==> config.mk <==
export PLATFORM = sky130hd
export DESIGN_NAME = base64_stream_encoder_unit
export DESIGN_NICKNAME = d
export VERILOG_FILES = /design/src/rtl/b64se_pkg.sv /design/src/rtl/b64se_front.sv /design/src/rtl/b64se_queue.sv /design/src/rtl/b64se_back.sv /design/src/rtl/base64_stream_encoder_unit.sv
export SDC_FILE = /design/constraint.sdc
export NUM_CORES = 1
export LEC_CHECK = 0
export BUFFER_PORTS_ARGS = -buffer_cell sky130_fd_sc_hd__buf_2
export CAP_MARGIN = 20
export CORE_UTILIZATION = 30
export DETAILED_ROUTE_END_ITERATION = 10
export PLACE_DENSITY = 0.54
export SLEW_MARGIN = 15
export SYNTH_ARGS = -nofsm -noshare
export SYNTH_HDL_FRONTEND = slang
export SYNTH_SLANG_ARGS = --single-unit
==> constraint.sdc <==
create_clock -name clk -period 3.5 [get_ports clk]
set_clock_uncertainty 0.2 [all_clocks]
set_input_delay 0.35 -clock clk [delete_from_list [all_inputs] [get_ports clk]]
set_output_delay 0.35 -clock clk [all_outputs]
set_load 0.02 [all_outputs]
==> src/rtl/b64se_pkg.sv <==
// shared types, constants and character helpers for the base64 stream encoder
package b64se_pkg;

  localparam int QDEPTH = 4;
  localparam int QPTR_W = $clog2(QDEPTH);
  localparam int QCNT_W = $clog2(QDEPTH + 1);

  localparam logic [1:0] REG_ALPHABET = 2'd0;
  localparam logic [1:0] REG_PAD      = 2'd1;

  localparam logic [1:0] PAD_EQ   = 2'd0;
  localparam logic [1:0] PAD_PCT  = 2'd1;
  localparam logic [1:0] PAD_NONE = 2'd2;

  localparam logic [7:0] CHAR_UPPER_A = 8'h41;
  localparam logic [7:0] CHAR_LOWER_A = 8'h61;
  localparam logic [7:0] CHAR_ZERO    = 8'h30;
  localparam logic [7:0] CHAR_PLUS    = 8'h2b;
  localparam logic [7:0] CHAR_SLASH   = 8'h2f;
  localparam logic [7:0] CHAR_MINUS   = 8'h2d;
  localparam logic [7:0] CHAR_UNDER   = 8'h5f;
  localparam logic [7:0] CHAR_EQUALS  = 8'h3d;
  localparam logic [7:0] CHAR_PERCENT = 8'h25;
  localparam logic [7:0] CHAR_THREE   = 8'h33;
  localparam logic [7:0] CHAR_LOWER_D = 8'h64;

  typedef struct packed {
    logic       alphabet;
    logic [1:0] pad;
  } cfg_t;

  // one group ready for encoding
  typedef struct packed {
    logic [23:0] triple;
    logic [2:0]  ndata;
    logic [1:0]  npad;
    logic        last;
  } job_t;

  typedef enum logic [1:0] {
    ST_IDLE,
    ST_DATA,
    ST_PAD
  } back_state_t;

  function automatic logic [7:0] sextet_char(input logic [5:0] s, input logic alphabet);
    logic [7:0] c;
    if (s < 6'd26) begin
      c = CHAR_UPPER_A + {2'b00, s};
    end else if (s < 6'd52) begin
      c = CHAR_LOWER_A + {2'b00, s} - 8'd26;
    end else if (s < 6'd62) begin
      c = CHAR_ZERO + {2'b00, s} - 8'd52;
    end else if (s == 6'd62) begin
      c = alphabet ? CHAR_MINUS : CHAR_PLUS;
    end else begin
      c = alphabet ? CHAR_UNDER : CHAR_SLASH;
    end
    return c;
  endfunction

  function automatic logic pad_active(input logic [1:0] pad);
    return (pad == PAD_EQ) || (pad == PAD_PCT);
  endfunction

endpackage

==> src/rtl/b64se_front.sv <==
// front end: gathers bytes into groups and issues encode jobs
module b64se_front (
  input  logic               clk,
  input  logic               rst,
  input  logic               in_valid,
  output logic               in_stall,
  input  logic [7:0]         data_byte,
  input  logic               end_of_message,
  input  logic               q_full,
  output logic               q_push,
  output b64se_pkg::job_t    q_job
);

  logic [15:0] held;
  logic [15:0] held_next;
  logic [1:0]  phase;
  logic [1:0]  phase_next;
  logic        accept;

  assign in_stall = q_full;
  assign accept   = in_valid && !q_full;
  assign q_push   = accept && (end_of_message || phase[1]);

  always_comb begin
    held_next  = held;
    phase_next = phase;
    q_job      = '0;
    q_job.last = end_of_message;
    if (phase == 2'd0) begin
      q_job.triple = {data_byte, 16'h0000};
      q_job.ndata  = 3'd2;
      q_job.npad   = 2'd2;
    end else if (phase == 2'd1) begin
      q_job.triple = {held[7:0], data_byte, 8'h00};
      q_job.ndata  = 3'd3;
      q_job.npad   = 2'd1;
    end else begin
      q_job.triple = {held, data_byte};
      q_job.ndata  = 3'd4;
      q_job.npad   = 2'd0;
    end
    if (accept) begin
      if (end_of_message || phase[1]) begin
        held_next  = 16'h0000;
        phase_next = 2'd0;
      end else begin
        held_next  = {held[7:0], data_byte};
        phase_next = phase + 2'd1;
      end
    end
  end

  always_ff @(posedge clk) begin
    if (rst) begin
      held  <= 16'h0000;
      phase <= 2'd0;
    end else begin
      held  <= held_next;
      phase <= phase_next;
    end
  end

endmodule

==> src/rtl/b64se_queue.sv <==
// short job queue between front and back ends
module b64se_queue (
  input  logic            clk,
  input  logic            rst,
  input  logic            push,
  input  b64se_pkg::job_t push_job,
  output logic            full,
  input  logic            pop,
  output logic            head_valid,
  output b64se_pkg::job_t head_job
);

  b64se_pkg::job_t                entries [b64se_pkg::QDEPTH];
  logic [b64se_pkg::QPTR_W-1:0]   wptr;
  logic [b64se_pkg::QPTR_W-1:0]   rptr;
  logic [b64se_pkg::QCNT_W-1:0]   count;
  logic                           do_push;
  logic                           do_pop;

  assign full       = (count == b64se_pkg::QCNT_W'(b64se_pkg::QDEPTH));
  assign head_valid = (count != '0);
  assign head_job   = entries[rptr];
  assign do_push    = push && !full;
  assign do_pop     = pop && head_valid;

  always_ff @(posedge clk) begin
    if (do_push) begin
      entries[wptr] <= push_job;
    end
  end

  always_ff @(posedge clk) begin
    if (rst) begin
      wptr  <= '0;
      rptr  <= '0;
      count <= '0;
    end else begin
      if (do_push) begin
        wptr <= wptr + 1'b1;
      end
      if (do_pop) begin
        rptr <= rptr + 1'b1;
      end
      if (do_push && !do_pop) begin
        count <= count + 1'b1;
      end else if (do_pop && !do_push) begin
        count <= count - 1'b1;
      end
    end
  end

endmodule

==> src/rtl/b64se_back.sv <==
// back end: steps through data and padding characters of each job
module b64se_back (
  input  logic            clk,
  input  logic            rst,
  input  b64se_pkg::cfg_t cfg,
  input  logic            q_valid,
  input  b64se_pkg::job_t q_job,
  output logic            q_pop,
  output logic            out_valid,
  input  logic            out_stall,
  output logic [7:0]      out_char,
  output logic            out_final
);

  b64se_pkg::back_state_t state;
  b64se_pkg::back_state_t state_next;
  b64se_pkg::job_t        cur;
  logic [1:0]             dpos;
  logic [1:0]             dpos_next;
  logic                   ppos;
  logic                   ppos_next;
  logic [1:0]             sub;
  logic [1:0]             sub_next;
  logic                   out_load;
  logic                   emit;
  logic [7:0]             emit_char;
  logic                   emit_final;
  logic [5:0]             sextet;
  logic                   last_data;
  logic                   pad_done;
  logic                   last_pad;
  logic                   pads_follow;

  assign out_load    = !out_valid || !out_stall;
  assign last_data   = ({1'b0, dpos} == (cur.ndata - 3'd1));
  assign pad_done    = (cfg.pad == b64se_pkg::PAD_EQ) || (sub == 2'd2);
  assign last_pad    = ({1'b0, ppos} == (cur.npad - 2'd1)) && pad_done;
  assign pads_follow = b64se_pkg::pad_active(cfg.pad) && (cur.npad != 2'd0);

  always_comb begin
    case (dpos)
      2'd0:    sextet = cur.triple[23:18];
      2'd1:    sextet = cur.triple[17:12];
      2'd2:    sextet = cur.triple[11:6];
      default: sextet = cur.triple[5:0];
    endcase
  end

  always_comb begin
    state_next = state;
    dpos_next  = dpos;
    ppos_next  = ppos;
    sub_next   = sub;
    q_pop      = 1'b0;
    emit       = 1'b0;
    emit_char  = 8'h00;
    emit_final = 1'b0;
    unique case (state)
      b64se_pkg::ST_IDLE: begin
        if (q_valid) begin
          q_pop      = 1'b1;
          dpos_next  = 2'd0;
          state_next = b64se_pkg::ST_DATA;
        end
      end
      b64se_pkg::ST_DATA: begin
        if (out_load) begin
          emit       = 1'b1;
          emit_char  = b64se_pkg::sextet_char(sextet, cfg.alphabet);
          emit_final = last_data && cur.last && !pads_follow;
          if (last_data) begin
            ppos_next  = 1'b0;
            sub_next   = 2'd0;
            state_next = pads_follow ? b64se_pkg::ST_PAD : b64se_pkg::ST_IDLE;
          end else begin
            dpos_next = dpos + 2'd1;
          end
        end
      end
      b64se_pkg::ST_PAD: begin
        if (out_load) begin
          emit       = 1'b1;
          emit_final = last_pad && cur.last;
          if (cfg.pad == b64se_pkg::PAD_EQ) begin
            emit_char = b64se_pkg::CHAR_EQUALS;
          end else begin
            case (sub)
              2'd0:    emit_char = b64se_pkg::CHAR_PERCENT;
              2'd1:    emit_char = b64se_pkg::CHAR_THREE;
              default: emit_char = b64se_pkg::CHAR_LOWER_D;
            endcase
          end
          if (pad_done) begin
            sub_next = 2'd0;
            if (last_pad) begin
              state_next = b64se_pkg::ST_IDLE;
            end else begin
              ppos_next = 1'b1;
            end
          end else begin
            sub_next = sub + 2'd1;
          end
        end
      end
      default: begin
        state_next = b64se_pkg::ST_IDLE;
      end
    endcase
  end

  always_ff @(posedge clk) begin
    if (rst) begin
      state <= b64se_pkg::ST_IDLE;
    end else begin
      state <= state_next;
    end
  end

  always_ff @(posedge clk) begin
    if (rst) begin
      dpos      <= 2'd0;
      ppos      <= 1'b0;
      sub       <= 2'd0;
      out_valid <= 1'b0;
    end else begin
      dpos <= dpos_next;
      ppos <= ppos_next;
      sub  <= sub_next;
      if (out_load) begin
        out_valid <= emit;
      end
    end
  end

  always_ff @(posedge clk) begin
    if (q_pop) begin
      cur <= q_job;
    end
    if (out_load && emit) begin
      out_char  <= emit_char;
      out_final <= emit_final;
    end
  end

  a_pad_only_when_padding: assert property (@(posedge clk) disable iff (rst)
    state == b64se_pkg::ST_PAD |-> b64se_pkg::pad_active(cfg.pad) && cur.npad != 2'd0)
    else $error("padding step without padding to send");

  a_pad_index_in_range: assert property (@(posedge clk) disable iff (rst)
    state == b64se_pkg::ST_PAD |-> {1'b0, ppos} < cur.npad)
    else $error("pad index past pad count");

  a_data_index_in_range: assert property (@(posedge clk) disable iff (rst)
    state == b64se_pkg::ST_DATA |-> {1'b0, dpos} < cur.ndata && cur.ndata >= 3'd2)
    else $error("data index past data count");

  a_final_ends_job: assert property (@(posedge clk) disable iff (rst)
    out_load && emit && emit_final |=> state == b64se_pkg::ST_IDLE)
    else $error("final character sent with job still running");

endmodule

==> src/rtl/base64_stream_encoder_unit.sv <==
// top level of the base64 stream encoder
//
// input channel: one message byte per transfer (data_byte, end_of_message),
// with in_valid and in_stall; a byte is taken when in_valid is high and
// in_stall low. output channel: one character per transfer (out_char,
// out_final) with out_valid and out_stall; out_final marks the last
// character of a message. configuration: cfg_valid / cfg_ready write of
// cfg_data to register cfg_index (0 alphabet, 1 padding); cfg_ready is
// always high. write only while no message is in flight.
// the front end gathers bytes and pushes one job per group into a four
// entry queue; the back end pops a job and then sends one character per
// cycle while out_stall is low, and pops no new job until the last
// character of the current one is sent. a padded group with %3d sends
// three characters for each pad.
// a stalled receiver holds the output register; the queue fills and then
// in_stall rises. reset clears the group, queue, sequencer and registers.
module base64_stream_encoder_unit (
  input  logic       clk,
  input  logic       rst,
  input  logic       in_valid,
  output logic       in_stall,
  input  logic [7:0] data_byte,
  input  logic       end_of_message,
  output logic       out_valid,
  input  logic       out_stall,
  output logic [7:0] out_char,
  output logic       out_final,
  input  logic       cfg_valid,
  output logic       cfg_ready,
  input  logic [1:0] cfg_index,
  input  logic [1:0] cfg_data
);

  b64se_pkg::cfg_t cfg;
  b64se_pkg::job_t push_job;
  b64se_pkg::job_t head_job;
  logic            push;
  logic            full;
  logic            pop;
  logic            head_valid;

  assign cfg_ready = 1'b1;

  always_ff @(posedge clk) begin
    if (rst) begin
      cfg <= '0;
    end else if (cfg_valid && cfg_ready) begin
      case (cfg_index)
        b64se_pkg::REG_ALPHABET: cfg.alphabet <= cfg_data[0];
        b64se_pkg::REG_PAD:      cfg.pad      <= cfg_data;
        default: ;
      endcase
    end
  end

  b64se_front u_front (
    .clk            (clk),
    .rst            (rst),
    .in_valid       (in_valid),
    .in_stall       (in_stall),
    .data_byte      (data_byte),
    .end_of_message (end_of_message),
    .q_full         (full),
    .q_push         (push),
    .q_job          (push_job)
  );

  b64se_queue u_queue (
    .clk        (clk),
    .rst        (rst),
    .push       (push),
    .push_job   (push_job),
    .full       (full),
    .pop        (pop),
    .head_valid (head_valid),
    .head_job   (head_job)
  );

  b64se_back u_back (
    .clk       (clk),
    .rst       (rst),
    .cfg       (cfg),
    .q_valid   (head_valid),
    .q_job     (head_job),
    .q_pop     (pop),
    .out_valid (out_valid),
    .out_stall (out_stall),
    .out_char  (out_char),
    .out_final (out_final)
  );

endmodule

==> results.md <==
- Status: finished clean
- Final antenna-violating net count: 0
- Max cap viols: 0
- Multi-input gate area: ~2700 sq um
- Critical path arrival: 3.21 ns
- Largest family of logic cells by synthesized area: multiplexers
- Adder-cell share of the synthesized area: 0.0372
- Hold Worst Slack: 0.0210 ns
- Crit path max fanout: 8
- Peak VDD IR: between 0.3 and 0.4 mV
- Largest net degree at the start of global routing: 37
- Mapped Nets: between 600 and 700
- Vias in the first global route: 4,761
- Worst-Skew Late Latency: 0.42 ns
- Final Hold Viols: 0
- Mapped cell area: 8270 sq um
- Initial antenna violation count: 0
- Post-synthesis average cell area: 14.1 sq um
- # diodes: 0
- Simple-Gate Fraction of Synth Area: 0.0861
- Hold_sp: out_stall
- CTS tree: done
- Number of flops mapped to enable cells by yosys: 154
- Synth Area in Compound Gates: 0.0776
- Leading area contributor after synthesis: edfxtp_1
- Post-synthesis mux area share: 0.105
- Reg2reg start: u_back.dpos[0]
- Hold Crit Endpoint: u_back.out_valid
- FP Rows: 60
- Sequential fraction of the synthesis area: 0.646
- Hold depth: 3
- Register area: 5350 sq um
- GRT overflow: 0
- Die Y: about 170 um
- Routed vias/inst: 4.89
- Post-Syn Instances: ~590
- Root buf cell: clkbuf_16
- Yosys top cell area share: 0.559
- Drt total wl: 16,300 um
- Clk pin slew, worst setup/hold paths: 0.07 ns
- Iteration-0 DRC Markers: 437
- Critical path class: register to register
- Hold Path Class: input port to register
- Postcts setup bufs: 0
- Starting Density: 0.306
- Slew HR: 0.457
- Ys async rst share: 0
- Period utilisation layout: 0.928
- FILL cells: between 2,000 and 3,000
- FF-to-FF path depth: 11
- H-tree lvl count: 4
- Final nets: 665
- Crit start category: register
- Top Ports: 30
- Tmin final: approximately 3.2 ns
- Drt wl/cell: 16.7 um
- #FFs+latches synth: 190
- All-layer global routing usage: 0.120
- Synth warn: 0
- DPL Wire Length: 10,900 um
- CTS Buffer Depth: 2
- Remaining DRCs: 0
- Leak Pwr: approximately 3.2 nW
- Die width: 168 um
- Worst setup EP type: register
- Top post-synthesis cells by area: edfxtp_1 (56%), dfxtp_1 (8.7%), mux4_2 (7.9%)
- Share of cells above drive strength 1: 0.184
- First-pass GRT wire length: 26,000 um
- Core area: 27,000 sq um
- Port bufs: 28
- Xor/xnor share of the synthesized area: 0.0138
- Synth-to-layout area growth: 14.1%
- Setup TNS: 0 ns
- Power consumption: 7.50 mW
- Setup violations, final: 0
- Final Max Slew Viols: 0
- Routability cong.: 0.865
- Drt pass-1 iters: 5
- Routed via count: 4,775
- Distinct cells, synth: 60
- FMAX: about 310 MHz
- Power Dens Cells: 795 nW/um^2
- Worst r2r dst: u_back.out_char[1]
- Actual slew at the worst max-slew pin: roughly 0.82 ns
- Primary FF master, synth: edfxtp_1
- Die area: ~28,000 sq um
- RSZ-0062 raised after global routing: no
- TritonCTS Sinks: 190
- CP Data Required Time: ~3.5 ns
- TritonCTS buffer count: 17
- Register-to-register setup slack: 0.25 ns
[worst max-delay path, stage by stage, from the launching register on]
cell and delay, ns:
dfxtp_1 0.40, inv_1 0.11, ha_1 0.29, a222oi_1 0.37, mux2_4 0.29, clkinvlp_4 0.17
ha_2 0.27, nand2_1 0.14, o41ai_4 0.12, or2_2 0.34, o21ai_0 0.19, o22ai_1 0.10
[power by group]
| group | internal, mW | total (mW) | switching [mW] |
|---|---|---|---|
| Combinational | 0.965 | 2.46 | 1.49 |
| Clock | 1.06 | 1.87 | 0.810 |
| Sequential | 2.95 | 3.18 | 0.226 |
[kinds of logic after synthesis]
| kind of cell | Yosys count |
|---|---|
| flip-flops | 190 |
| AND/OR/NAND/NOR | 151 |
| AO/OA/AOI/OAI | 95 |
| buffers and inverters | 61 |
| multiplexers | 50 |
| adder cells (fa/ha/maj) | 24 |
| XOR/XNOR | 13 |
| other | 2 |
[what timing repair did]
| item | in CTS | in global routing |
|---|---|---|
| endpoints found under the hold margin | 7 | 0 |
| gates resized for setup | 0 | 5 |
| endpoints found under the setup margin | 0 | 4 |
| hold buffers | 3 | 0 |
[layer usage]
layer	wire, um	part of all wire	track usage
met5	0	0	0
met4	225	0.014	0.0375
met3	694	0.043	0.0291
met2	7810	0.48	0.194
met1	7550	0.46	0.159
[synth_stat cells, types with 5 or more instances]
| master | instances |
|---|---|
| nor2_1 | 34 |
| nand2_1 | 53 |
| ha_1 | 23 |
| xor2_1 | 7 |
| buf_2 | 7 |
| mux2i_1 | 20 |
| inv_1 | 29 |
| a21oi_1 | 37 |
| o2111ai_1 | 5 |
| edfxtp_1 | 154 |
| xnor2_1 | 6 |
| dfxtp_1 | 36 |
| clkbuf_1 | 15 |
| nand3_1 | 22 |
| mux4_2 | 29 |
| and2_1 | 15 |
| nor3_1 | 6 |
| o21ai_0 | 17 |
[worst max-delay path by stage]
stage                         startpoint            endpoint  slack [ns]  cells after the start
after detailed placement  u_back.dpos[0]  u_back.out_char[1]        0.14                     11
after global placement    u_back.dpos[0]  u_back.out_char[4]        0.29                     11
after CTS                 u_back.dpos[0]  u_back.out_char[1]        0.11                     11
after global routing      u_back.dpos[0]  u_back.out_char[1]        0.03                     11
after floorplan           u_back.dpos[0]  u_back.out_char[4]        0.53                     11
final                     u_back.dpos[0]  u_back.out_char[1]        0.25                     11
[sequential cells by signal, indices dropped and copies added (netlist names)]
signal,cells
u_front.held,16
u_queue.count,3
u_queue.wptr,2
u_back.state,2
u_back.out_char,8
u_back.out_final,1
u_back.dpos,2
cfg,3
u_back.sub,2
u_back.ppos,1
u_queue.rptr,2
u_back.out_valid,1
u_front.phase,2
u_back.cur,29
u_queue.entries,116
[cell type report]
type | count | share of cell area
sequential | 190 | 0.566
timing repair buffer | 47 | 0.0329
clock buffer | 20 | 0.0462
inverter | 32 | 0.0139
multi-input combinational | 335 | 0.281
tap | 341 | 0.0452
clock inverter | 11 | 0.0139
[stage by stage]
| stage | area [sq um] | util | std cells | setup WS, ns |
|---|---|---|---|---|
| 3_3_place_gp | 8800 | 0.326 | 941 | 0.295 |
| 2_1_floorplan | 8270 | - | 586 | 0.526 |
| 3_5_place_dp | 8800 | 0.326 | 941 | 0.138 |
| 4_1_cts | 9400 | 0.348 | 975 | 0.107 |
| 6_report | 9440 | 0.349 | 976 | 0.253 |
| 5_1_grt | 9440 | 0.349 | 976 | 0.0303 |
[placed cells by master (no fill, tap or decap), drive strengths merged, types with 3 or more instances in the layout]
| master | netlist | layout |
|---|---|---|
| edfxtp | 154 | 154 |
| nand2 | 53 | 53 |
| buf | 14 | 44 |
| a21oi | 37 | 37 |
| dfxtp | 36 | 36 |
| inv | 31 | 36 |
| nor2 | 34 | 34 |
| mux4 | 29 | 29 |
| ha | 23 | 23 |
| nand3 | 22 | 22 |
| mux2i | 20 | 20 |
| clkbuf | 15 | 20 |
| o21ai | 18 | 18 |
| and2 | 15 | 15 |
| xor2 | 7 | 7 |
| xnor2 | 6 | 6 |
| nor3 | 6 | 6 |
| o2111ai | 5 | 5 |
| o211ai | 5 | 5 |
| or3 | 4 | 4 |
| nor2b | 4 | 4 |
| a41oi | 4 | 4 |
| a222oi | 3 | 3 |
| and3 | 3 | 3 |
| a22oi | 3 | 3 |
| nand4 | 3 | 3 |
| clkinv | 1 | 3 |
| dlygate4sd3 | 0 | 3 |
(Power assumes the default switching activity.)
